<file path="src/hw/rtl/imu_gd_pkg.sv">
// Package for the IMU gesture detector: item types, configuration record,
// register indexes and gesture codes.
// No dependencies; every other file of the block imports it.
`default_nettype none

package imu_gd_pkg;

    // Gesture codes carried in the result item.
    typedef enum logic [1:0] {
        GEST_NONE  = 2'd0,
        GEST_ALIGN = 2'd1,
        GEST_WAVE  = 2'd2,
        GEST_FLICK = 2'd3
    } gesture_t;

    // Configuration register indexes.
    localparam logic [2:0] REG_GRAV_TOL   = 3'd0;
    localparam logic [2:0] REG_GYRO_TOL   = 3'd1;
    localparam logic [2:0] REG_HOLD_MS    = 3'd2;
    localparam logic [2:0] REG_WAVE_HIGH  = 3'd3;
    localparam logic [2:0] REG_WAVE_LOW   = 3'd4;
    localparam logic [2:0] REG_WAVE_MAX   = 3'd5;
    localparam logic [2:0] REG_FLICK_THR  = 3'd6;
    localparam logic [2:0] REG_FLICK_MAX  = 3'd7;

    // Reset values of the configuration registers.
    localparam int unsigned RST_GRAV_TOL  = 1638;
    localparam int unsigned RST_GYRO_TOL  = 655;
    localparam int unsigned RST_HOLD_MS   = 500;
    localparam int unsigned RST_WAVE_HIGH = 8192;
    localparam int unsigned RST_WAVE_LOW  = 3277;
    localparam int unsigned RST_WAVE_MAX  = 800;
    localparam int unsigned RST_FLICK_THR = 26200;
    localparam int unsigned RST_FLICK_MAX = 300;

    // Thresholds that are compared against squared magnitudes are kept squared.
    typedef struct packed {
        logic [15:0] grav_tol;
        logic [31:0] gyro_tol_sq;
        logic [15:0] hold_ms;
        logic [31:0] wave_high_sq;
        logic [31:0] wave_low_sq;
        logic [15:0] wave_max_ms;
        logic [31:0] flick_thr_sq;
        logic [15:0] flick_max_ms;
    } imu_gd_cfg_t;

    localparam imu_gd_cfg_t CFG_RESET = '{
        grav_tol:     16'(RST_GRAV_TOL),
        gyro_tol_sq:  32'(RST_GYRO_TOL * RST_GYRO_TOL),
        hold_ms:      16'(RST_HOLD_MS),
        wave_high_sq: 32'(RST_WAVE_HIGH * RST_WAVE_HIGH),
        wave_low_sq:  32'(RST_WAVE_LOW * RST_WAVE_LOW),
        wave_max_ms:  16'(RST_WAVE_MAX),
        flick_thr_sq: 32'(RST_FLICK_THR * RST_FLICK_THR),
        flick_max_ms: 16'(RST_FLICK_MAX)
    };

    // One input item as held in the input register (counts are two's complement).
    typedef struct packed {
        logic        sample_valid;
        logic [15:0] accel_x;
        logic [15:0] accel_y;
        logic [15:0] accel_z;
        logic [15:0] rate_x;
        logic [15:0] rate_y;
        logic [15:0] rate_z;
        logic [31:0] time_ms;
    } imu_gd_sample_t;

    // One item after the squaring stage.
    typedef struct packed {
        logic        sample_valid;
        logic [15:0] mag_ax;
        logic [15:0] mag_ay;
        logic [15:0] mag_az;
        logic [30:0] sq_ax;
        logic [30:0] sq_ay;
        logic [30:0] sq_az;
        logic [30:0] sq_gx;
        logic [30:0] sq_gy;
        logic [30:0] sq_gz;
        logic [31:0] time_ms;
    } imu_gd_sq_t;

endpackage

`default_nettype wire

</file>
<file path="src/hw/rtl/imu_gd_sq.sv">
// Squaring stage of the IMU gesture detector: axis magnitudes and squares.
// Six 16x16 multipliers feed one register stage.
// Depends on imu_gd_pkg.
`default_nettype none

module imu_gd_sq
    import imu_gd_pkg::*;
(
    input  wire logic           clk,
    input  wire logic           load,
    input  wire imu_gd_sample_t sample,
    output imu_gd_sq_t          sq
);

    imu_gd_sq_t sq_reg;
    imu_gd_sq_t sq_next;

    // Absolute value of a two's complement count; the most negative one maps to 32768.
    function automatic logic [15:0] mag16(input logic [15:0] v);
        logic [15:0] neg;
        neg = ~v + 16'd1;
        return v[15] ? neg : v;
    endfunction

    // Square of a signed count; at most 2^30, so 31 bits hold it.
    function automatic logic [30:0] sq16(input logic [15:0] v);
        logic signed [31:0] p;
        p = $signed(v) * $signed(v);
        return p[30:0];
    endfunction

    always_comb
    begin
        sq_next.sample_valid = sample.sample_valid;
        sq_next.mag_ax       = mag16(sample.accel_x);
        sq_next.mag_ay       = mag16(sample.accel_y);
        sq_next.mag_az       = mag16(sample.accel_z);
        sq_next.sq_ax        = sq16(sample.accel_x);
        sq_next.sq_ay        = sq16(sample.accel_y);
        sq_next.sq_az        = sq16(sample.accel_z);
        sq_next.sq_gx        = sq16(sample.rate_x);
        sq_next.sq_gy        = sq16(sample.rate_y);
        sq_next.sq_gz        = sq16(sample.rate_z);
        sq_next.time_ms      = sample.time_ms;
    end

    // Payload register, loaded when the item moves on.
    always_ff @(posedge clk)
    begin
        if (load)
        begin
            sq_reg <= sq_next;
        end
    end

    assign sq = sq_reg;

endmodule

`default_nettype wire

</file>
<file path="config.mk">
export PLATFORM = sky130hd
export DESIGN_NAME = imu_gd_sq
export DESIGN_NICKNAME = d
export VERILOG_FILES = /design/src/hw/rtl/imu_gd_pkg.sv /design/src/hw/rtl/imu_gd_sq.sv
export SDC_FILE = /design/constraint.sdc
export NUM_CORES = 2
export LEC_CHECK = 0
export BUFFER_PORTS_ARGS = -buffer_cell sky130_fd_sc_hd__buf_2
export CORE_MARGIN = 4
export CORE_UTILIZATION = 40
export DETAILED_ROUTE_END_ITERATION = 8
export GPL_TIMING_DRIVEN = 0
export MAX_ROUTING_LAYER = met4
export PLACE_DENSITY = 0.63
export SLEW_MARGIN = 20
export SYNTH_ARGS = -nofsm -noshare
export SYNTH_HDL_FRONTEND = slang
export SYNTH_SLANG_ARGS = --single-unit
</file>
<file path="constraint.sdc">
create_clock -name clk -period 18.5 [get_ports clk]
set_input_delay 2.775 -clock clk [delete_from_list [all_inputs] [get_ports clk]]
set_output_delay 2.775 -clock clk [all_outputs]
set_load 0.01 [all_outputs]
</file>
==> metrics.yaml <==
cts:
  cts_resized: 0
  cts.clk_slew.worst_paths_ns: 0.07
  cts-root-buf: "clkbuf_16"
  cts_tree: "built"
  htree_num_levels: 2
  ctsHoldBuffers: 0
  numCtsBuffers: 36
  clock-sinks: 258
  cts_post_setup_buffers_inserted: 0
  cts_buffer_depth: 3
logic_synthesis:
  ys.flop_type: "edfxtp_1"
  synthXorXnorAreaFrac_pct: 4.32
  synth_top_area_share_pct: 45.3
  synth_edf_count: 258
  ys_async_sr_fraction_pct: 0
  synth_top_family_by_area: "adder cells"
  yosysTopAreaCell: "fa_1"
  avgSynthCellArea_um2: 9.79
  yosysUniqueCellTypes: 75
  synth_area_leaders: "fa_1, edfxtp_1, inv_1, ha_1, xnor2_1"
  synthAdderAreaFrac_pct: 56.1
  syn_inst: 6217
  ys_seq_elements: 258
  synth_warnings: 0
  syn-cell-area_mm2: 0.0609
  synth_compound_area_share_pct: 4.96
  synthSimpleGateAreaFrac_pct: 8.73
  synthMuxAreaShare_pct: 0.111
  seq_area_frac_synth_pct: 12.7
sta:
  tightest_slew_ns: 1.11
  hold_viol_final: 0
  slew_violations: 0
  finalSetupViolCount: 0
  relSlewSlack_pct: 24.1
  setup_slack_ns: 8.39
  fin_crit_sh_pct: 54.6
  min_period_ns: 10.11
  rsz0062_at_grt: "false"
  whs_ns: 2.36
  fmax_mhz: 98.9
  setup-tns-final_ns: 0
routing:
  wl_um: 150000
  vias: 41300
  detail-route-antenna-nets: 0
  via_per_inst: 4.75
  drc_errors: 0
  post_drt_wl_per_cell_um: 17.3
  dr.first_iter.drc_count: 2006
  first_pass_iters: 5
place:
  numPortBuffers: 381
  gp_congestion: 0.935
  dp_hpwl_um: 129000
  detailedPlace.worstSlack_ns: 7.89
  placed_cells: 8622
worst_setup_path:
  path_buf_inv: 6
  worstPathArrival_ns: 10.43
  critPathTopFamily: "adder cells"
  cpPeakStageDelay_ns: 0.62
  crit_path_max_fanout: 10
  worstPathRequired_ns: 18.82
  crit_start: "sample[89]"
  critPathKind: "input pin to register"
  crit_cells: 23
  endpoint_kind: "register"
  crit_top_cell: "fa_1"
  path_cells: "buf_2 -> clkbuf_1 -> clkbuf_1 -> nand2_1 -> fa_1 -> fa_1 -> inv_1 -> fa_1 -> inv_1 -> fa_1 -> fa_1 -> fa_1 -> inv_1 -> ha_1 -> nand2_1 -> a2111oi_0 -> a21o_1 -> a311oi_1 -> o31ai_1 -> a211oi_1 -> o21ai_1 -> a21oi_1 -> xnor2_1"
  cp-start-kind: "input pin"
  critPathSlowestCell: "o31ai_1"
die:
  die_h_um: 398
  io_pins: 398
  coreArea_mm2: 0.150
  initial_utilization_pct: 40.4
  num_rows: 142
  dieArea_mm2: 0.158
  die_x_um: 398
worst_hold_path:
  hold-path-cell-count: 1
  min_from: "sample[29]"
  holdPathEnd: "sq[29]"
  hold_class: "input pin to register"
layout:
  nFillCells: 14600
  largest_register_ffs: 258
  syn_to_final_growth_pct: 9.40
  drive_gt1_share_pct: 7.59
  instances_no_fill: 8692
  fin_nets: 8676
global_routing:
  antenna_found_initial: 14
  grt_pass1_vias: 45800
  grt_pass1_wl_um: 246000
  grt_max_degree: 95
  grt_overflow_total: 0
  track_usage_pct: 20.3
flow_run:
  drv_cap: 0
status:
  status: "complete, no violations"
## cell families after synthesis
family | count (synthesis)
simple gates | 1178
fa+ha+maj | 1901
other cells | 1
mux | 6
xor+xnor | 300
flops | 258
buf+inv | 2114
compound gates | 459
## synth_stat cells, types with 4 or more instances
master,instances
o41ai_1,8
a31o_2,22
xnor2_1,247
fa_1,1377
inv_1,1937
nor3_1,32
xor2_1,53
o211ai_1,8
clkbuf_1,138
nor2_1,300
mux2_2,6
o21bai_1,24
edfxtp_1,258
or4_1,5
or2_2,14
o21a_1,23
o21ai_1,9
buf_1,10
o21ai_0,78
clkinv_1,18
a21boi_0,4
a211oi_1,20
nand3_1,28
a21o_1,73
a31oi_1,9
nand2b_1,37
a21oi_1,127
buf_4,9
o31ai_1,12
nand4_1,12
nand2_1,515
or3_1,7
a21oi_2,4
and3_1,16
ha_1,524
nor2b_1,17
and2_1,177
## per-stage QoR
| step | instance area (um^2) | util (%) |
|---|---|---|
| 2_1_floorplan | 60900 | - |
| 3_3_place_gp | 65300 | 43.4 |
| 3_5_place_dp | 65400 | 43.5 |
| 4_1_cts | 66600 | 44.2 |
| 5_1_grt | 66600 | 44.2 |
| 6_report | 66600 | 44.3 |
## cell type report
| type | instances | area [um^2] | share of cell area, % |
|---|---|---|---|
| antenna | 8 | 20.0 | 0.0301 |
| buffer | 157 | 623 | 0.936 |
| sequential | 258 | 7750 | 11.6 |
| clock buffer | 39 | 933 | 1.40 |
| tap | 2016 | 2520 | 3.79 |
| timing repair buffer | 384 | 2000 | 3.00 |
| inverter | 1957 | 7350 | 11.0 |
| clock inverter | 23 | 220 | 0.331 |
| multi-input combinational | 3850 | 45200 | 67.8 |
## how the worst max path moves through the flow
stage,end
after floorplan,sq[185]
after global placement,sq[155]
after detailed placement,sq[155]
after CTS,sq[155]
after global routing,sq[155]
final,sq[155]
## cell usage in the layout (no fill, tap or decap), types with 32 or more instances in the layout
cell          n
nor2_1      300
clkbuf_1    140
inv_1      1937
xor2_1       53
a21o_1       73
fa_1       1377
a21oi_1     127
nor3_1       32
clkbuf_16    37
nand2_1     515
buf_2       380
and2_1      177
xnor2_1     247
nand2b_1     37
o21ai_0      78
edfxtp_1    258
ha_1        524
## layer usage
| metal | global-route usage, % | vias up | wire [um] |
|---|---|---|---|
| met3 | 3.78 | 192 | 10000 |
| li1 | - | 19100 | - |
| met5 | - | - | 0 |
| met1 | 26.2 | 21000 | 63400 |
| met4 | 4.83 | 0 | 3810 |
| met2 | 33.4 | 1076 | 72800 |
Power is not shown: default switching activity piles up to over one toggle a cycle in this logic, so the estimate is an artifact.
