$ cat src/hw/rtl/imu_gd_pkg.sv
// Package for the IMU gesture detector: item types, configuration record,
// register indexes and gesture codes.
// No dependencies; every other file of the block imports it.
`default_nettype none

package imu_gd_pkg;

    // Gesture codes carried in the result item.
    typedef enum logic [1:0] {
        GEST_NONE  = 2'd0,
        GEST_ALIGN = 2'd1,
        GEST_WAVE  = 2'd2,
        GEST_FLICK = 2'd3
    } gesture_t;

    // Configuration register indexes.
    localparam logic [2:0] REG_GRAV_TOL   = 3'd0;
    localparam logic [2:0] REG_GYRO_TOL   = 3'd1;
    localparam logic [2:0] REG_HOLD_MS    = 3'd2;
    localparam logic [2:0] REG_WAVE_HIGH  = 3'd3;
    localparam logic [2:0] REG_WAVE_LOW   = 3'd4;
    localparam logic [2:0] REG_WAVE_MAX   = 3'd5;
    localparam logic [2:0] REG_FLICK_THR  = 3'd6;
    localparam logic [2:0] REG_FLICK_MAX  = 3'd7;

    // Reset values of the configuration registers.
    localparam int unsigned RST_GRAV_TOL  = 1638;
    localparam int unsigned RST_GYRO_TOL  = 655;
    localparam int unsigned RST_HOLD_MS   = 500;
    localparam int unsigned RST_WAVE_HIGH = 8192;
    localparam int unsigned RST_WAVE_LOW  = 3277;
    localparam int unsigned RST_WAVE_MAX  = 800;
    localparam int unsigned RST_FLICK_THR = 26200;
    localparam int unsigned RST_FLICK_MAX = 300;

    // Thresholds that are compared against squared magnitudes are kept squared.
    typedef struct packed {
        logic [15:0] grav_tol;
        logic [31:0] gyro_tol_sq;
        logic [15:0] hold_ms;
        logic [31:0] wave_high_sq;
        logic [31:0] wave_low_sq;
        logic [15:0] wave_max_ms;
        logic [31:0] flick_thr_sq;
        logic [15:0] flick_max_ms;
    } imu_gd_cfg_t;

    localparam imu_gd_cfg_t CFG_RESET = '{
        grav_tol:     16'(RST_GRAV_TOL),
        gyro_tol_sq:  32'(RST_GYRO_TOL * RST_GYRO_TOL),
        hold_ms:      16'(RST_HOLD_MS),
        wave_high_sq: 32'(RST_WAVE_HIGH * RST_WAVE_HIGH),
        wave_low_sq:  32'(RST_WAVE_LOW * RST_WAVE_LOW),
        wave_max_ms:  16'(RST_WAVE_MAX),
        flick_thr_sq: 32'(RST_FLICK_THR * RST_FLICK_THR),
        flick_max_ms: 16'(RST_FLICK_MAX)
    };

    // One input item as held in the input register (counts are two's complement).
    typedef struct packed {
        logic        sample_valid;
        logic [15:0] accel_x;
        logic [15:0] accel_y;
        logic [15:0] accel_z;
        logic [15:0] rate_x;
        logic [15:0] rate_y;
        logic [15:0] rate_z;
        logic [31:0] time_ms;
    } imu_gd_sample_t;

    // One item after the squaring stage.
    typedef struct packed {
        logic        sample_valid;
        logic [15:0] mag_ax;
        logic [15:0] mag_ay;
        logic [15:0] mag_az;
        logic [30:0] sq_ax;
        logic [30:0] sq_ay;
        logic [30:0] sq_az;
        logic [30:0] sq_gx;
        logic [30:0] sq_gy;
        logic [30:0] sq_gz;
        logic [31:0] time_ms;
    } imu_gd_sq_t;

endpackage

`default_nettype wire

$ cat src/hw/rtl/imu_gd_cfg.sv
// Configuration register file of the IMU gesture detector.
// Squares thresholds on write so the datapath compares squares directly.
// Depends on imu_gd_pkg.
`default_nettype none

module imu_gd_cfg
    import imu_gd_pkg::*;
(
    input  wire logic        clk,
    input  wire logic        rst_n,
    input  wire logic        wr_en,
    input  wire logic [2:0]  wr_index,
    input  wire logic [15:0] wr_data,
    output imu_gd_cfg_t      cfg
);

    imu_gd_cfg_t cfg_reg;
    logic [31:0] data_sq;

    // One shared multiplier squares the written value.
    assign data_sq = 32'(wr_data) * 32'(wr_data);

    // Register writes; every index of the 3-bit field names a register.
    always_ff @(posedge clk or negedge rst_n)
    begin
        if (!rst_n)
        begin
            cfg_reg <= CFG_RESET;
        end
        else if (wr_en)
        begin
            unique case (wr_index)
                REG_GRAV_TOL:  cfg_reg.grav_tol     <= wr_data;
                REG_GYRO_TOL:  cfg_reg.gyro_tol_sq  <= data_sq;
                REG_HOLD_MS:   cfg_reg.hold_ms      <= wr_data;
                REG_WAVE_HIGH: cfg_reg.wave_high_sq <= data_sq;
                REG_WAVE_LOW:  cfg_reg.wave_low_sq  <= data_sq;
                REG_WAVE_MAX:  cfg_reg.wave_max_ms  <= wr_data;
                REG_FLICK_THR: cfg_reg.flick_thr_sq <= data_sq;
                REG_FLICK_MAX: cfg_reg.flick_max_ms <= wr_data;
                default:       cfg_reg <= cfg_reg;
            endcase
        end
    end

    assign cfg = cfg_reg;

endmodule

`default_nettype wire

$ cat config.mk
export PLATFORM = sky130hd
export DESIGN_NAME = imu_gd_cfg
export DESIGN_NICKNAME = d
export VERILOG_FILES = /design/src/hw/rtl/imu_gd_pkg.sv /design/src/hw/rtl/imu_gd_cfg.sv
export SDC_FILE = /design/constraint.sdc
export NUM_CORES = 1
export LEC_CHECK = 0
export BUFFER_PORTS_ARGS = -buffer_cell sky130_fd_sc_hd__buf_2
export CORE_MARGIN = 3
export CORE_UTILIZATION = 63
export DETAILED_ROUTE_END_ITERATION = 7
export PLACE_DENSITY = 0.87
export SYNTH_ARGS = -nofsm -noshare
export SYNTH_HDL_FRONTEND = slang
export SYNTH_SLANG_ARGS = --single-unit
$ cat constraint.sdc
create_clock -name clk -period 1.64 [get_ports clk]
set_clock_uncertainty 0.15 [all_clocks]
set_input_delay 0.246 -clock clk [delete_from_list [all_inputs] [get_ports clk]]
set_output_delay 0.246 -clock clk [all_outputs]
set_load 0.03 [all_outputs]
==> impl_metrics.yaml, run 1 <==
logic_synthesis:
  synth_warnings: 0
  mappedNetlistArea_um2: 14300
  avgSynthCellArea_um2: 9.99
  synth_area_leader_cell: "dfrtp_1"
  yosysUniqueCellTypes: 56
  async_reset_ff_share_pct: 100
  synthCells: 1429
  ys_ff_latch: 188
  yosysSeqAreaShare_pct: 33.4
  synth-xor-area-share_pct: 2.38
  synth_top_area_share_pct: 23.3
  synth_flop_cell: "dfrtp_1"
  synth-compound-area-share_pct: 9.54
  synthTopCellsByArea: "dfrtp_1 23%, fa_1 23%, dfstp_2 10%"
  synth-adder-area-share_pct: 31.7
  synth_edf_count: 0
  synthSimpleGateAreaFrac_pct: 9.93
  synth_top_family_by_area: "adder cells"
  synthMuxAreaShare_pct: 4.34
die:
  pin_count: 214
  die_w_um: 157
  num_rows: 54
  die_y_um: 157
  initial_utilization_pct: 64.8
grt:
  grt_max_degree: 52
  grt_usage_pct: 71.1
  grt-ovfl-total: 7
  antenna_found_initial: 8
cts:
  clockBufferDepth: 2
  cts.sinks: 188
  root_buffer: "clkbuf_16"
  htreeDepth: 4
  numCtsBuffers: 17
place:
  dp_cells: 2066
  place_area_um2: 17700
  place_congestion: 0.969
  numPortBuffers: 209
  dp_hpwl_um: 31000
run_status:
  error: "[ERROR GRT-0232] Routing congestion too high. Check the congestion heatmap in the GUI."
  lastStage: "global routing"
  outcome: "did not finish"
sta:
  grt_worst_setup_endpoint: "cfg[125]$_DFFE_PN0P_/D"
  worstEpCategory: "sequential cell input"
## through the flow
step	TNS [ps]	util [%]	setup WS, ps
floorplan	-355970	-	-3830
global placement	-414160	80.2	-4230
detailed placement	-428340	80.2	-4360
CTS	-346960	88.0	-3660
## per-layer routing
layer  GRT usage (%)  overflow
met3            60.1         0
met1            71.2         0
met4            64.0         5
met2            87.7         2
met5            23.2         0
## cells by family after synthesis
family	after synthesis
xor+xnor	37
other cells	1
buf+inv	325
compound gates	230
fa+ha+maj	264
mux	55
flops	188
simple gates	329
## cells in the mapped netlist (3+ instances only)
| master | instances |
|---|---|
| o21a_1 | 6 |
| mux2_2 | 55 |
| nand2_1 | 228 |
| or2_2 | 3 |
| ha_1 | 102 |
| fa_1 | 162 |
| nor3_1 | 3 |
| a211o_1 | 4 |
| inv_1 | 252 |
| clkbuf_1 | 62 |
| nor2_1 | 27 |
| and2_1 | 37 |
| nor2b_1 | 5 |
| o21ai_1 | 28 |
| nor4_1 | 3 |
| nand4_1 | 12 |
| xnor2_1 | 22 |
| xor2_1 | 13 |
| nand3_1 | 5 |
| o31ai_1 | 4 |
| a21oi_1 | 28 |
| o21ai_0 | 116 |
| a21o_1 | 12 |
| buf_4 | 4 |
| dfrtp_1 | 133 |
| buf_2 | 5 |
| a211oi_1 | 4 |
| dfstp_2 | 55 |
## repair_timing
action                                 4_1_cts
pin swaps                                   90
setup endpoints to repair                  116
hold buffers                                 6
endpoints found under the hold margin      150
setup buffers                               25
resized for setup                          201
==> run 2, diff against run 1 <==
- CORE_UTILIZATION: 63 -> 40
- PLACE_DENSITY: 0.87 -> unset
- PLACE_DENSITY_LB_ADDON: unset -> 0.15
==> impl_metrics.yaml, run 2 <==
worst_setup_path:
  rr_worst_depth: 1
  crit_path_start_kind: "primary input"
  r2r-start: "cfg[140]"
  cp.arrival_ps: 5490
  cp-startpoint: "wr_data[8]"
  cp.required_ps: 1830
  r2r_slack_ps: 730
  worst_r2r_endpoint: "cfg[140]"
  critPathMaxFanout: 5
  path_class: "primary input to flip-flop"
  cp-end-kind: "flip-flop"
cts:
  cts.reportedPaths.clkPinSlew_ps: 70
  clk_latency_ps: 450
  cts_tree: "yes"
  numCtsBuffers: 17
  htreeDepth: 4
  root_buffer: "clkbuf_16"
  cts.sinks: 188
  clockBufferDepth: 2
routing:
  drc: 0
  first_pass_iters: 5
  drt-initial-drc-count: 429
  wl_per_cell_um: 17.4
  avgViaCountPerCell: 4.85
  route.antenna.remaining_nets: 0
  drt-total-wl_um: 40600
  vias: 11300
final_layout:
  diodes: 0
  largest_reg_flops: 188
  final_common_cell: "inv_1"
  layout-drive-gt1-share_pct: 46.0
  nFillCells: 2993
  layout.nets: 2144
  syn_to_final_growth_pct: 42.7
  mostFrequentLayoutCells: "215 x inv_1, 207 x nand2_1, 204 x buf_4"
grt:
  grt_pass1_vias: 11700
  grt_usage_pct: 21.7
  grt-ovfl-total: 0
  grt_pass1_wl_um: 65300
  antenna_found_initial: 0
  grt_max_degree: 52
logic_synthesis:
  ys_ff_latch: 188
  yosysMostFrequentCell: "inv_1"
  async_reset_ff_share_pct: 100
  yosysUniqueCellTypes: 56
  synthTopCellsByArea: "dfrtp_1 23%, fa_1 23%, dfstp_2 10%"
  yosysSeqAreaShare_pct: 33.4
  avgSynthCellArea_um2: 9.99
  synth_flop_cell: "dfrtp_1"
  synth_warnings: 0
  synth_top_area_share_pct: 23.3
  synthTopCellsByCount: "252 x inv_1, 228 x nand2_1, 162 x fa_1"
  synth_edf_count: 0
  synthCells: 1429
  mappedNetlistArea_um2: 14300
  synth_area_leader_cell: "dfrtp_1"
sta:
  setup_viol: 116
  final-hold-violation-count: 0
  slew_viol_final: 0
  fmax_ghz: 0.188
  rsz0062_at_grt: "true"
  fin_ws_ps: -3670
  min_period_over_period_pct: 324
  min_period_ps: 5310
job:
  drv_cap: 0
place:
  place_congestion: 0.845
  place_ws_ps: -4380
  numPortBuffers: 209
  dp_hpwl_um: 32200
hold_path:
  whs_endpoint: "cfg[184]"
  hold_class: "primary input to flip-flop"
  min_path_cells: 3
  worstHoldStart: "wr_data[8]"
die:
  pin_count: 214
  die_w_um: 195
  initial_utilization_pct: 40.9
  die_y_um: 195
  core-area_um2: 34900
  num_rows: 68
  dieArea_um2: 38000
run_status:
  failed_checks: "negative setup slack"
  outcome: "complete, but fails checks"
-- run 2: cell counts after synthesis --
Identical to the previous run, type by type.
-- run 2: logic make-up (layout without fill, tap and decap cells) --
group           after synthesis  count (layout)  share of synthesized area [%]
compound gates              230             230                           9.54
xor+xnor                     37              37                           2.38
fa+ha+maj                   264             264                           31.7
buf+inv                     325             764                           8.69
flops                       188             188                           33.4
mux                          55              55                           4.34
other cells                   1               4                         0.0263
simple gates                329             329                           9.93
-- run 2: cell type report --
class                   count  area [um2]  area share, %
repair buffers            479        3720           18.2
clock inverters            14         223           1.09
well taps                 455         569           2.79
flip-flops and latches    188        4770           23.4
multi-input cells         919        9700           47.6
inverters                 253         953           4.68
clock buffers              18         439           2.16
-- run 2: worst max-delay path by stage --
stage | to | cells after the start
floorplan | cfg[174] | 21
finish | cfg[167] | 24
global placement | cfg[92] | 23
detailed placement | cfg[92] | 23
global route | cfg[167] | 24
CTS | cfg[92] | 25
-- run 2: critical path, stage by stage --
cell and delay (ps):
buf_8 110, buf_4 130, nand2_4 70, inv_2 40, fa_1 490, inv_2 40
fa_1 510, inv_2 40, fa_2 550, fa_2 440, fa_1 530, inv_2 40
fa_1 510, inv_2 50, ha_4 290, buf_6 100, nand4_1 140, buf_4 180
o31ai_4 250, a21boi_2 130, buf_4 160, o21ai_4 180, xnor2_4 170, o21ai_1 80
-- run 2: metrics by stage --
step           TNS (ps)  hold slack [ps]  cells  utilization (%)  instance area (um2)
6_report        -347250             40.4   2326             58.4                20400
4_1_cts         -346290             9.91   2314             56.9                19800
3_5_place_dp    -427870            -2.23   2255             51.7                18000
2_1_floorplan   -355970             -200   1432                -                15000
5_1_grt         -363890             36.7   2326             58.4                20400
3_3_place_gp    -422020             3.67   2255             51.7                18000
-- run 2: layer usage --
layer  routed length [um]  track usage (%)
met1                19500             31.7
met2                18900             34.7
met4                  486             4.91
met3                 1700             2.98
met5                    0                0
-- run 2: repair_timing --
item / CTS / global route
gates cloned: 1 / 0
hold endpoints to repair: 150 / 0
gates resized for setup: 206 / 100
pin swaps: 102 / 74
endpoints found under the setup margin: 118 / 116
setup buffers: 29 / 18
hold buffers: 3 / 0
Power of run 2 is left out: the tool's default activity adds up to more than one toggle a clock period on the data nets, which glitch-free logic cannot reach.
