## src/hw/rtl/imu_gd_pkg.sv

```systemverilog
// Package for the IMU gesture detector: item types, configuration record,
// register indexes and gesture codes.
// No dependencies; every other file of the block imports it.
`default_nettype none

package imu_gd_pkg;

    // Gesture codes carried in the result item.
    typedef enum logic [1:0] {
        GEST_NONE  = 2'd0,
        GEST_ALIGN = 2'd1,
        GEST_WAVE  = 2'd2,
        GEST_FLICK = 2'd3
    } gesture_t;

    // Configuration register indexes.
    localparam logic [2:0] REG_GRAV_TOL   = 3'd0;
    localparam logic [2:0] REG_GYRO_TOL   = 3'd1;
    localparam logic [2:0] REG_HOLD_MS    = 3'd2;
    localparam logic [2:0] REG_WAVE_HIGH  = 3'd3;
    localparam logic [2:0] REG_WAVE_LOW   = 3'd4;
    localparam logic [2:0] REG_WAVE_MAX   = 3'd5;
    localparam logic [2:0] REG_FLICK_THR  = 3'd6;
    localparam logic [2:0] REG_FLICK_MAX  = 3'd7;

    // Reset values of the configuration registers.
    localparam int unsigned RST_GRAV_TOL  = 1638;
    localparam int unsigned RST_GYRO_TOL  = 655;
    localparam int unsigned RST_HOLD_MS   = 500;
    localparam int unsigned RST_WAVE_HIGH = 8192;
    localparam int unsigned RST_WAVE_LOW  = 3277;
    localparam int unsigned RST_WAVE_MAX  = 800;
    localparam int unsigned RST_FLICK_THR = 26200;
    localparam int unsigned RST_FLICK_MAX = 300;

    // Thresholds that are compared against squared magnitudes are kept squared.
    typedef struct packed {
        logic [15:0] grav_tol;
        logic [31:0] gyro_tol_sq;
        logic [15:0] hold_ms;
        logic [31:0] wave_high_sq;
        logic [31:0] wave_low_sq;
        logic [15:0] wave_max_ms;
        logic [31:0] flick_thr_sq;
        logic [15:0] flick_max_ms;
    } imu_gd_cfg_t;

    localparam imu_gd_cfg_t CFG_RESET = '{
        grav_tol:     16'(RST_GRAV_TOL),
        gyro_tol_sq:  32'(RST_GYRO_TOL * RST_GYRO_TOL),
        hold_ms:      16'(RST_HOLD_MS),
        wave_high_sq: 32'(RST_WAVE_HIGH * RST_WAVE_HIGH),
        wave_low_sq:  32'(RST_WAVE_LOW * RST_WAVE_LOW),
        wave_max_ms:  16'(RST_WAVE_MAX),
        flick_thr_sq: 32'(RST_FLICK_THR * RST_FLICK_THR),
        flick_max_ms: 16'(RST_FLICK_MAX)
    };

    // One input item as held in the input register (counts are two's complement).
    typedef struct packed {
        logic        sample_valid;
        logic [15:0] accel_x;
        logic [15:0] accel_y;
        logic [15:0] accel_z;
        logic [15:0] rate_x;
        logic [15:0] rate_y;
        logic [15:0] rate_z;
        logic [31:0] time_ms;
    } imu_gd_sample_t;

    // One item after the squaring stage.
    typedef struct packed {
        logic        sample_valid;
        logic [15:0] mag_ax;
        logic [15:0] mag_ay;
        logic [15:0] mag_az;
        logic [30:0] sq_ax;
        logic [30:0] sq_ay;
        logic [30:0] sq_az;
        logic [30:0] sq_gx;
        logic [30:0] sq_gy;
        logic [30:0] sq_gz;
        logic [31:0] time_ms;
    } imu_gd_sq_t;

endpackage

`default_nettype wire

```

## src/hw/rtl/imu_gd_decide.sv

```systemverilog
// Decision stage of the IMU gesture detector: sums, threshold compares,
// the align/wave/flick detector state and the result register.
// Depends on imu_gd_pkg.
`default_nettype none

module imu_gd_decide
    import imu_gd_pkg::*;
#(
    parameter int unsigned ONE_G_COUNTS = 16384
)
(
    input  wire logic        clk,
    input  wire logic        rst_n,
    input  wire logic        step,
    input  wire imu_gd_sq_t  sq,
    input  wire imu_gd_cfg_t cfg,
    output gesture_t         gesture
);

    localparam logic [15:0] ONE_G = 16'(ONE_G_COUNTS);

    logic [31:0] align_since_reg, align_since_next;
    logic        wave_active_reg, wave_active_next;
    logic [31:0] wave_since_reg, wave_since_next;
    logic        flick_active_reg, flick_active_next;
    logic [31:0] flick_since_reg, flick_since_next;
    gesture_t    gesture_reg, gesture_next;

    logic [31:0] g2;
    logic [31:0] lat2;
    logic [36:0] g2_x25;
    logic [36:0] flick_fall_lim;
    logic        aligned;
    logic [31:0] align_dt;
    logic [31:0] wave_dt;
    logic [31:0] flick_dt;

    // True when dom is within tol of one g and both other axes are below tol.
    function automatic logic axis_dom(input logic [15:0] dom, input logic [15:0] o1,
                                      input logic [15:0] o2, input logic [15:0] tol);
        logic [15:0] diff;
        diff = (dom >= ONE_G) ? (dom - ONE_G) : (ONE_G - dom);
        return (diff < tol) && (o1 < tol) && (o2 < tol);
    endfunction

    // Squared magnitudes; three squares of at most 2^30 still fit 32 bits.
    assign g2   = 32'(sq.sq_gx) + 32'(sq.sq_gy) + 32'(sq.sq_gz);
    assign lat2 = 32'(sq.sq_ax) + 32'(sq.sq_ay);

    // Flick fall test 25*g2 < 4*thr^2, done with shifts and adds.
    assign g2_x25 = (37'(g2) << 4) + (37'(g2) << 3) + 37'(g2);
    assign flick_fall_lim = 37'(cfg.flick_thr_sq) << 2;

    assign aligned = (axis_dom(sq.mag_ax, sq.mag_ay, sq.mag_az, cfg.grav_tol) ||
                      axis_dom(sq.mag_ay, sq.mag_ax, sq.mag_az, cfg.grav_tol) ||
                      axis_dom(sq.mag_az, sq.mag_ax, sq.mag_ay, cfg.grav_tol)) &&
                     (g2 < cfg.gyro_tol_sq);

    // Elapsed times wrap modulo 2^32.
    assign align_dt = sq.time_ms - align_since_reg;
    assign wave_dt  = sq.time_ms - wave_since_reg;
    assign flick_dt = sq.time_ms - flick_since_reg;

    // Detectors in order align, wave, flick; the first one to fire ends the item.
    always_comb
    begin
        align_since_next  = align_since_reg;
        wave_active_next  = wave_active_reg;
        wave_since_next   = wave_since_reg;
        flick_active_next = flick_active_reg;
        flick_since_next  = flick_since_reg;
        gesture_next      = GEST_NONE;

        if (sq.sample_valid)
        begin
            // Align: a zero start time means idle, so a start at time zero is retaken.
            if (aligned)
            begin
                if (align_since_reg == 32'd0)
                begin
                    align_since_next = sq.time_ms;
                end
                else if (align_dt >= 32'(cfg.hold_ms))
                begin
                    align_since_next = 32'd0;
                    gesture_next     = GEST_ALIGN;
                end
            end
            else
            begin
                align_since_next = 32'd0;
            end

            // Wave: timeout is checked before completion.
            if (gesture_next == GEST_NONE)
            begin
                priority if (!wave_active_reg)
                begin
                    if (lat2 > cfg.wave_high_sq)
                    begin
                        wave_active_next = 1'b1;
                        wave_since_next  = sq.time_ms;
                    end
                end
                else if (wave_dt > 32'(cfg.wave_max_ms))
                begin
                    wave_active_next = 1'b0;
                end
                else if (lat2 < cfg.wave_low_sq)
                begin
                    wave_active_next = 1'b0;
                    gesture_next     = GEST_WAVE;
                end
                else
                begin
                    // A wave in progress that has neither timed out nor fallen goes on.
                    wave_active_next = wave_active_reg;
                end
            end

            // Flick: same shape as the wave detector.
            if (gesture_next == GEST_NONE)
            begin
                priority if (!flick_active_reg)
                begin
                    if (g2 > cfg.flick_thr_sq)
                    begin
                        flick_active_next = 1'b1;
                        flick_since_next  = sq.time_ms;
                    end
                end
                else if (flick_dt > 32'(cfg.flick_max_ms))
                begin
                    flick_active_next = 1'b0;
                end
                else if (g2_x25 < flick_fall_lim)
                begin
                    flick_active_next = 1'b0;
                    gesture_next      = GEST_FLICK;
                end
                else
                begin
                    // A flick in progress that has neither timed out nor fallen goes on.
                    flick_active_next = flick_active_reg;
                end
            end
        end
    end

    // Detector state and result register advance once per item.
    always_ff @(posedge clk or negedge rst_n)
    begin
        if (!rst_n)
        begin
            align_since_reg  <= 32'd0;
            wave_active_reg  <= 1'b0;
            wave_since_reg   <= 32'd0;
            flick_active_reg <= 1'b0;
            flick_since_reg  <= 32'd0;
            gesture_reg      <= GEST_NONE;
        end
        else if (step)
        begin
            align_since_reg  <= align_since_next;
            wave_active_reg  <= wave_active_next;
            wave_since_reg   <= wave_since_next;
            flick_active_reg <= flick_active_next;
            flick_since_reg  <= flick_since_next;
            gesture_reg      <= gesture_next;
        end
    end

    assign gesture = gesture_reg;

`ifndef SYNTH
    // An invalid sample yields no gesture.
    a_invalid_none: assert property (@(posedge clk) disable iff (!rst_n)
        step && !sq.sample_valid |=> gesture_reg == GEST_NONE)
        else $error("invalid sample produced a gesture");

    // Detector state only moves when an item is processed.
    a_state_hold: assert property (@(posedge clk) disable iff (!rst_n)
        !step |=> $stable(align_since_reg) && $stable(wave_active_reg) &&
                  $stable(flick_active_reg) && $stable(gesture_reg))
        else $error("detector state changed without an item");

    // An align detection returns the align detector to idle.
    a_align_clear: assert property (@(posedge clk) disable iff (!rst_n)
        step && gesture_next == GEST_ALIGN |=> align_since_reg == 32'd0)
        else $error("align fired but start time not cleared");

    // A wave can only complete out of an active wave, which it then ends.
    a_wave_done: assert property (@(posedge clk) disable iff (!rst_n)
        step && gesture_next == GEST_WAVE |-> wave_active_reg ##1 !wave_active_reg)
        else $error("wave result without an active wave");

    // A flick can only complete out of an active flick, which it then ends.
    a_flick_done: assert property (@(posedge clk) disable iff (!rst_n)
        step && gesture_next == GEST_FLICK |-> flick_active_reg ##1 !flick_active_reg)
        else $error("flick result without an active flick");
`endif

endmodule

`default_nettype wire

```

## config.mk

```make
export PLATFORM = sky130hd
export DESIGN_NAME = imu_gd_decide
export DESIGN_NICKNAME = d
export VERILOG_FILES = /design/src/hw/rtl/imu_gd_pkg.sv /design/src/hw/rtl/imu_gd_decide.sv
export SDC_FILE = /design/constraint.sdc
export NUM_CORES = 1
export LEC_CHECK = 0
export ABC_AREA = 0
export BUFFER_PORTS_ARGS = -buffer_cell sky130_fd_sc_hd__buf_2
export CAP_MARGIN = 20
export CORE_MARGIN = 4
export CORE_UTILIZATION = 53
export DETAILED_ROUTE_END_ITERATION = 10
export PLACE_DENSITY = 0.8
export SETUP_SLACK_MARGIN = 0.2
export SYNTH_ARGS = -nofsm -noshare
export SYNTH_HDL_FRONTEND = slang
export SYNTH_SLANG_ARGS = --single-unit
export TNS_END_PERCENT = 20
```

## constraint.sdc

```tcl
create_clock -name clk -period 5.4 [get_ports clk]
set_input_delay 0.54 -clock clk [delete_from_list [all_inputs] [get_ports clk]]
set_output_delay 0.54 -clock clk [all_outputs]
set_load 0.01 [all_outputs]
```

==> results of run 1 <==
## routing by layer
| layer | track usage (%) | wire length (um) | share of wire (%) |
|---|---|---|---|
| met1 | 35.9 | 30800 | 43 |
| met2 | 53.2 | 35500 | 49 |
| met3 | 2.67 | 3290 | 4.6 |
| met4 | 9.86 | 2680 | 3.7 |
| met5 | 0 | 22 | 0.030 |
## power breakdown
| part | internal, mW | switching (mW) | leakage, nW |
|---|---|---|---|
| Clock | 0.380 | 0.309 | 0.152 |
| Combinational | 9.49 | 9.07 | 14.9 |
| Sequential | 1.11 | 0.254 | 1.26 |
| Total | 11.0 | 9.64 | 16.4 |
## final cells by class
type	instances	area [um^2]	share of cell area, %
Multi-Input combinational cell	2328	19800	64.7
Timing Repair Buffer	879	5760	18.8
Sequential cell	100	2500	8.17
Inverter	400	1510	4.93
Tap cell	585	732	2.39
Clock buffer	11	243	0.792
Clock inverter	5	67.6	0.221
Antenna cell	4	10.0	0.0327
## critical path, delay by kind of cell
family                   cells  cell delay [ps]
buffers and inverters       10              910
AND/OR/NAND/NOR              7             1090
AO/OA/AOI/OAI               14             2310
XOR/XNOR                     2              300
adder cells (fa/ha/maj)      6             2210
## final timing paths
| check | startpoint | endpoint | depth (start not counted) |
|---|---|---|---|
| max | sq[95] | flick_active_reg | 39 |
| min | rst_n | flick_since_reg[2] | 1 |
| max reg2reg | align_since_reg[1] | flick_since_reg[26] | 28 |
| min reg2reg | wave_since_reg[3] | wave_since_reg[3] | 1 |
| max in group asynchronous | rst_n | wave_since_reg[23] | 2 |
| min in group clk | wave_since_reg[3] | wave_since_reg[3] | 1 |
## synthesized netlist by cell type, types with 6 or more instances
library cell	n
o211a_1	6
inv_1	399
ha_1	493
o21ai_0	152
and3_1	18
nand3_1	61
o21a_1	35
xnor2_1	136
a31oi_1	25
nor2_1	136
fa_1	56
a21oi_1	213
a22o_1	33
o2111ai_1	11
o21bai_1	27
o211ai_1	26
a211oi_1	28
mux2_4	58
nor3b_1	7
nor2b_1	42
xor2_1	61
o31ai_1	19
o31a_1	7
nor3_1	43
o21ai_1	9
nand2b_1	51
a2111oi_0	13
or4_1	8
or3_1	21
a21o_1	142
or2_2	6
nor4_1	20
a21boi_0	6
mux2i_1	11
nand4_1	60
nand2_1	150
and2_1	13
clkbuf_1	21
dfrtp_1	100
buf_2	8
and4_1	6
a211o_1	7
## metrics by stage
stage / setup slack, ps / setup TNS, ps / util, %
final: -1710 / -95770 / 70.5
after global routing: -2050 / -127670 / 70.5
after CTS: -1500 / -99940 / 69.9
after detailed placement: -2150 / -153360 / 67.6
after global placement: -1930 / -143190 / 67.6
after floorplan: -1540 / -52830 / -
## cell families after synthesis
family	synth area share [%]
adder cells (fa/ha/maj)	31.2
flip-flops	10.7
multiplexers	4.47
buffers and inverters	7.36
AND/OR/NAND/NOR	14.7
AO/OA/AOI/OAI	24.0
XOR/XNOR	7.63
## timing repair
action | in CTS | in global routing
pin swaps | 112 | 48
endpoints found under the setup margin | 100 | 100
gates resized for setup | 74 | 39
gates cloned | 5 | 0
setup buffers | 28 | 6
==> results by group, run 1 <==
Drt
  • 1st-iter DRT viols: 1310
  • DRC viols: 0
  • Average wire per standard cell: 16.8 um
  • Routed wire length: 72.3 mm
  • Post-route ant nets: 0
  • Total number of vias: 24602
  • Vias per cell: 5.71
  • Drt pass-1 iters: 5

Synth
  • Cell variety after synth: 100
  • Syn_nets: 3875
  • EDFF count, synth: 0
  • Area leader, netlist: ha_1
  • Ys flop type: dfrtp_1
  • Mean post-synth cell area: 8.20 um^2
  • Fraction of registers with async set/reset: 100%
  • Post-synth top area share: 26.3%
  • Netlist Area Pre-Place: 0.0235 mm^2
  • Synth area leaders: ha_1 26%, dfrtp_1 11%, inv_1 6.4%, xnor2_1 5.1%, fa_1 4.8%
  • Mapped Cells: 2864
  • Seq/Total Area, Yosys: 10.7%
  • Synth warn: 0
  • Seq cells post-synth: 100

Setup path
  • Required @ worst endpoint: 5690 ps
  • Crit path DAT: 7410 ps
  • CP max stage cell: fa_1
  • Worst setup EP type: flop
  • Crit start category: primary input
  • Most used cell, CP: buf_6
  • CP Class: primary input to flop
  • Crit-path max cell delay: 580 ps
  • Crit Path Max Fanout: 3
  • R2R Setup Slk: -960 ps

Die
  • Die area: 0.0477 mm^2
  • Site Rows: 76
  • Chip Width: 218 um
  • I/O pin count: 464
  • Die Y: 218 um
  • Starting Density: 54.0%
  • Core Region: 0.0435 mm^2

Run status
  • Status: finished, violations left
  • Failing checks: setup timing

GRT
  • First-pass GRT wire length: 117 mm
  • Total GRT Usage: 29.1%
  • Vias in the first global route: 24648
  • GRT overflow: 0
  • Largest net degree at the start of global routing: 61
  • Initial antenna violation count: 6

Finish
  • Area Overhead vs Synth: 30.5%
  • Final instance area: 0.0306 mm^2
  • Finished Layout Cells: 4312
  • Commonest non-fill, non-tap cell in the layout: ha_1
  • Final #Nets: 4729
  • Fillers: 3336
  • Commonest non-fill, non-tap cells in the layout: 482 x ha_1, 429 x buf_2, 425 x buf_4, 391 x inv_1, 200 x a21oi_1
  • Share of cells above drive strength 1: 29.2%

Placement
  • Cell count after placement: 4253
  • Placed Area: 0.0294 mm^2
  • Placer Congestion: 0.961
  • PortBufs: 432
  • HPWL Detailed: 60.1 mm

CTS
  • CTS Buffer Depth: 2
  • TritonCTS Buffers: 9
  • Worst-Skew Late Latency: 350 ps
  • CTS tree: done
  • Hold-fix buffers, CTS: 0
  • H-tree levels: 3
  • CTS clk-pin slew, worst paths: 80 ps
  • Clock Sinks: 100
  • CTS root buf: clkbuf_16

Power and ir drop
  • Static Leakage: 16.4 nW
  • Power Total: 20.6 mW
  • Pwr Density: 673 mW/mm^2
  • Peak VDD IR: 0.000835 V

STA
  • Max-slew violations: 0
  • # setup viols final: 100
  • Fmax: 0.141 GHz
  • Tmin final: 7110 ps
  • Fin. Hold Viols: 0
  • Clock Skew: 12.9 ps
  • Final worst-path setup slack: -1710 ps
  • Period utilisation layout: 132%
  • Slew @ Worst Pin: 800 ps
  • RSZ-0062 raised after global routing: yes
  • Worst slew margin: 46.6%
  • Fin Hold WS: 162 ps

Job
  • Max-cap violations: 0

Hold path
  • Worst Hold Class: primary input to async pin
(Power assumes the default switching activity.)
==> inputs of run 2 (changes only) <==
--- a/config.mk
+++ b/config.mk
@@ -6,12 +6,13 @@
 export NUM_CORES = 1
 export LEC_CHECK = 0
 export ABC_AREA = 0
+export ABC_CLOCK_PERIOD_IN_PS = 5400
 export BUFFER_PORTS_ARGS = -buffer_cell sky130_fd_sc_hd__buf_2
 export CAP_MARGIN = 20
 export CORE_MARGIN = 4
 export CORE_UTILIZATION = 53
 export DETAILED_ROUTE_END_ITERATION = 10
-export PLACE_DENSITY = 0.8
+export PLACE_DENSITY = 0.83
 export SETUP_SLACK_MARGIN = 0.2
 export SYNTH_ARGS = -nofsm -noshare
 export SYNTH_HDL_FRONTEND = slang
==> run 2 against run 1 <==
Effect of this change: the flow still finishes with violations (setup timing); worst hold slack improved by 60 ps; maximum frequency increased by 0.28%; register-to-register slack improved by 60 ps; worst setup slack gained 20 ps; non-clock buffer count is 3 lower; clock skew is 2.1 ps lower; combinational power about the same; critical path depth fell by 1; count of clock-buffer cells in the layout unchanged; first-iteration DRC count is 28% higher.
==> results by group, run 2 (synthesized netlist as in run 1, its figures left out) <==
Finish
  • Finished Layout Cells: 4309
  • Final #Nets: 4726
  • Fillers: 3333
  • Multi-input gate area: 0.0197 mm^2
  • Area Overhead vs Synth: 30.1%
  • Share of cells above drive strength 1: 28.8%
  • Register Area: 0.00250 mm^2
  • Commonest non-fill, non-tap cells in the layout: 483 x ha_1, 429 x buf_2, 421 x buf_4, 389 x inv_1, 202 x a21oi_1
  • Commonest non-fill, non-tap cell in the layout: ha_1

Placement
  • Cell count after placement: 4240
  • Placer Congestion: 0.987
  • PortBufs: 432
  • HPWL Detailed: 60.7 mm

CTS
  • CTS tree: done
  • CTS clk-pin slew, worst paths: 70 ps
  • CTS Buffer Depth: 2
  • Worst-Skew Late Latency: 360 ps
  • H-tree levels: 3
  • TritonCTS Buffers: 9
  • Clock Sinks: 100
  • CTS root buf: clkbuf_16

Drt
  • Post-route ant nets: 0
  • Routed wire length: 73.6 mm
  • 1st-iter DRT viols: 1681
  • DRC viols: 0
  • Drt pass-1 iters: 6
  • Total number of vias: 24584
  • Vias per cell: 5.71
  • Average wire per standard cell: 17.1 um

Power and ir drop
  • Peak VDD IR: 0.000698 V
  • Comb pwr share: 89.9%
  • Psw: 9.64 mW
  • Clock Power Share: 3.5%
  • Pwr Density: 672 mW/mm^2
  • Switching share of power: 47.0%
  • Static Leakage: 16.3 nW
  • Part of the power in registers: 6.7%
  • Internal power: 10.9 mW

Setup path
  • Worst setup EP type: flop
  • Crit start category: primary input
  • Crit Path Max Fanout: 3
  • Required @ worst endpoint: 5700 ps
  • CP bufs+invs: 6
  • CP max stage cell: fa_1
  • Crit-path max cell delay: 550 ps
  • Crit path max-delay family: compound AO/OA/AOI/OAI gates
  • Crit path DAT: 7400 ps
  • CP Class: primary input to flop

Die
  • Die Y: 218 um
  • Starting Density: 54.0%
  • Chip Width: 218 um
  • I/O pin count: 464
  • Core Region: 0.0435 mm^2
  • Die area: 0.0477 mm^2
  • Site Rows: 76

GRT
  • First-pass GRT wire length: 118 mm
  • Largest net degree at the start of global routing: 55
  • Initial antenna violation count: 7
  • Total GRT Usage: 29.5%
  • GRT overflow: 0
  • Vias in the first global route: 24753

STA
  • Period utilisation layout: 131%
  • Worst slew margin: 48.6%
  • Clock Skew: 10.8 ps
  • RSZ-0062 raised after global routing: yes
  • Fin. Hold Viols: 0
  • Slew @ Worst Pin: 751 ps
  • Fmax: 0.141 GHz
  • Final worst-path setup slack: -1690 ps
  • Tmin final: 7090 ps
  • Fin Hold WS: 222 ps
  • # setup viols final: 100
  • Max-slew violations: 0

Run status
  • Status: finished, violations left
  • Failing checks: setup timing

Job
  • Max-cap violations: 0

Hold path
  • Worst Hold Class: primary input to async pin
-- run 2: path summary, 6_finish.rpt --
kind                                startpoint                  end  slack, ps  cells after the start
min reg2reg                flick_since_reg[17]  flick_since_reg[17]        510                      1
max                                     sq[33]           gesture[1]      -1690                     38
max reg2reg                 align_since_reg[1]   flick_since_reg[7]       -900                     30
min                                      rst_n    wave_since_reg[0]        220                      1
min in group clk           flick_since_reg[17]  flick_since_reg[17]        510                      1
max in group asynchronous                rst_n  flick_since_reg[23]       4040                      2
-- run 2: final cells by class --
cell class,instances,area share (%)
flip-flops and latches,100,8.19
multi-input cells,2328,64.6
clock inverters,5,0.270
well taps,585,2.40
repair buffers,876,18.8
diodes,4,0.0328
inverters,400,4.94
clock buffers,11,0.762
-- run 2: repair_timing --
action,4_1_cts,5_1_grt
cloned,5,0
setup endpoints to repair,100,100
resized for setup,73,26
setup buffers,30,14
hold buffers,0,0
pin swaps,112,40
-- run 2: metal layers --
| metal | GRT usage, % | share of wire, % | wire (um) |
|---|---|---|---|
| met1 | 36.2 | 42 | 30900 |
| met4 | 8.62 | 3.4 | 2490 |
| met2 | 54.4 | 50 | 36500 |
| met3 | 3.18 | 5.0 | 3670 |
| met5 | 0 | 0.038 | 28 |
-- run 2: through the flow --
step | setup TNS [ps] | cell area [um^2] | utilization, % | setup slack [ps] | power, mW
floorplan | -52830 | 23600 | - | -1540 | 12.1
global placement | -130350 | 29300 | 67.4 | -1930 | 17.2
detailed placement | -139980 | 29300 | 67.4 | -2150 | 17.7
CTS | -92950 | 30300 | 69.7 | -1520 | 19.6
global route | -120320 | 30500 | 70.3 | -2050 | 22.6
finish | -95300 | 30500 | 70.3 | -1690 | 20.5
-- run 2: power by group through the flow --
stage                     clock network (mW)  registers, mW  logic, mW
after global placement                     0           1.34       15.9
after detailed placement                   0           1.36       16.3
final                                  0.713           1.37       18.4
after global routing                   0.745           1.40       20.4
after CTS                              0.719           1.36       17.5
after floorplan                            0           1.29       10.8
==> inputs of run 3 (changes only) <==
--- a/config.mk
+++ b/config.mk
@@ -9,10 +9,12 @@
 export ABC_CLOCK_PERIOD_IN_PS = 5400
 export BUFFER_PORTS_ARGS = -buffer_cell sky130_fd_sc_hd__buf_2
 export CAP_MARGIN = 20
+export CELL_PAD_IN_SITES_DETAIL_PLACEMENT = 1
+export CELL_PAD_IN_SITES_GLOBAL_PLACEMENT = 1
 export CORE_MARGIN = 4
-export CORE_UTILIZATION = 53
+export CORE_UTILIZATION = 39
 export DETAILED_ROUTE_END_ITERATION = 10
-export PLACE_DENSITY = 0.83
+export PLACE_DENSITY_LB_ADDON = 0.1
 export SETUP_SLACK_MARGIN = 0.2
 export SYNTH_ARGS = -nofsm -noshare
 export SYNTH_HDL_FRONTEND = slang
==> run 3 against run 2 <==
Effect of this change: the flow still finishes with violations (setup timing); count of clock-buffer cells in the layout down 1; sequential share of layout area decreased by 0.15 points; total power increased by 1.8%; critical path type unchanged; largest cell class unchanged.
==> results by group, run 3 (synthesized netlist as in run 1, its figures left out) <==
Die
  • Site Rows: 89
  • Die Y: 253 um
  • Die area: 0.0642 mm^2
  • Core Region: 0.0594 mm^2
  • I/O pin count: 464
  • Starting Density: 39.6%
  • Chip Width: 253 um

Drt
  • Routed wire length: 83.1 mm
  • 1st-iter DRT viols: 801
  • Average wire per standard cell: 18.3 um
  • Vias per cell: 5.41
  • DRC viols: 0
  • Post-route ant nets: 0
  • Drt pass-1 iters: 5
  • Total number of vias: 24529

Setup path
  • Worst flop-to-flop path endpoint: wave_since_reg[7]
  • Reg2Reg Depth: 28
  • Crit-path max cell delay: 540 ps
  • Crit. Startpoint: sq[40]
  • Worst setup EP type: flop
  • Crit start category: primary input
  • CP max stage cell: a2111oi_0
  • CP Class: primary input to flop
  • End of the critical path: flick_active_reg
  • Crit path DAT: 7340 ps
  • Required @ worst endpoint: 5710 ps
  • Crit Path Max Fanout: 4
  • Most used cell, CP: a21oi_2
  • R2R Setup Slk: -820 ps
  • Start of the worst register-to-register path: align_since_reg[1]

Placement
  • PortBufs: 432
  • HPWL Detailed: 72.4 mm
  • Placed Area: 0.0299 mm^2
  • Placer Congestion: 0.917
  • Pre-CTS setup slack: -2360 ps

Power and ir drop
  • Static Leakage: 16.5 nW
  • Psw: 9.94 mW
  • Switching share of power: 47.6%
  • Internal power: 11.0 mW
  • Comb pwr share: 90.3%
  • Clock Power Share: 3.2%
  • Part of the power in registers: 6.5%
  • Peak VDD IR: 0.000512 V
  • Pwr Density: 672 mW/mm^2

STA
  • # setup viols final: 100
  • Period utilisation layout: 130%
  • Slew @ Worst Pin: 761 ps
  • Worst slew margin: 49.2%
  • Setup_tns: -103920 ps
  • Max-slew violations: 0
  • Clock Skew: 12.7 ps
  • RSZ-0062 raised after global routing: yes
  • Fmax: 0.142 GHz
  • Fin. Hold Viols: 0
  • Final worst-path setup slack: -1640 ps
  • Tmin final: 7040 ps
  • Fin Hold WS: 179 ps

Job
  • Max-cap violations: 0

CTS
  • CTS root buf: clkbuf_16
  • Worst-Skew Late Latency: 370 ps
  • TritonCTS Buffers: 9
  • Clock Sinks: 100
  • H-tree levels: 3
  • CTS Buffer Depth: 2
  • Hold-fix buffers, CTS: 0
  • CTS clk-pin slew, worst paths: 70 ps
  • CTS tree: done

Finish
  • Final #Nets: 4765
  • Fin util: 52.4%
  • Area Overhead vs Synth: 32.5%
  • Fillers: 7408
  • Final instance area: 0.0311 mm^2
  • Commonest non-fill, non-tap cell in the layout: ha_1
  • Commonest non-fill, non-tap cells in the layout: 481 x ha_1, 470 x buf_4, 429 x buf_2, 393 x inv_1, 199 x a21oi_1
  • Share of cells above drive strength 1: 30.0%

GRT
  • GRT overflow: 0
  • Total GRT Usage: 24.8%
  • First-pass GRT wire length: 133 mm
  • Largest net degree at the start of global routing: 58
  • Vias in the first global route: 27171
  • Initial antenna violation count: 14

Hold path
  • Worst Hold Class: primary input to async pin

Run status
  • Status: finished, violations left
  • Failing checks: setup timing
==> run 3: changes by cell type in the layout (fill, tap and decap cells not counted), sizes merged <==
cell      change
bufinv        -1
diode         +2
clkinvlp      +1
inv           +1
buf          +38
==> run 3: repair_timing <==
item                       4_1_cts  5_1_grt
pin swaps                       22       30
setup endpoints to repair      100      100
cloned                           2        2
buffers inserted                10       18
resized for setup               31       77
==> run 3: worst min-delay path by stage <==
| stage | from | to | slack (ps) | cells past startpoint |
|---|---|---|---|---|
| 3_5_place_dp | wave_since_reg[1] | wave_since_reg[1] | 480 | 1 |
| 4_1_cts | rst_n | flick_since_reg[2] | 210 | 1 |
| 3_3_place_gp | wave_since_reg[1] | wave_since_reg[1] | 470 | 1 |
| 6_report | rst_n | flick_since_reg[4] | 180 | 1 |
| 2_1_floorplan | rst_n | align_since_reg[0] | 240 | 0 |
| 5_1_grt | rst_n | wave_since_reg[5] | 220 | 1 |
==> run 3: layout make-up <==
class	instances	area, um^2	area share, %
Multi-Input combinational cell	2328	19900	63.8
Timing Repair Buffer	915	5960	19.2
Sequential cell	100	2500	8.05
Inverter	400	1510	4.85
Tap cell	773	967	3.11
Clock buffer	10	229	0.736
Clock inverter	6	68.8	0.221
Antenna cell	6	15.0	0.0483
==> run 3: power by group through the flow <==
stage | Combinational (mW) | Clock [mW] | Sequential (mW)
final | 18.9 | 0.678 | 1.36
after global routing | 21.0 | 0.728 | 1.41
after CTS | 17.7 | 0.694 | 1.36
after detailed placement | 17.1 | 0 | 1.37
after global placement | 16.5 | 0 | 1.35
after floorplan | 10.8 | 0 | 1.29
==> run 3: worst max-delay path, delay by kind of cell <==
family / cells / cell delay (ps)
AOI/OAI and AO/OA: 16 / 2930
and+or+nand+nor: 8 / 1230
adders and majority gates: 5 / 1870
xor gates and xnor gates: 2 / 250
buffers and inverters: 5 / 530
==> run 3: stage by stage <==
stage                     power, mW  std cells
final                          20.9       4538
after CTS                      19.7       4512
after global routing           23.2       4537
after global placement         17.8       4484
after floorplan                12.1       2864
after detailed placement       18.5       4484
==> run 3: metal layers <==
metal	up-vias	global-route usage (%)	wire length [um]
met5	-	0	103
met4	16	6.32	2370
met3	138	2.73	2440
met2	393	47.4	43100
met1	11856	29.4	35100
li1	12126	-	-
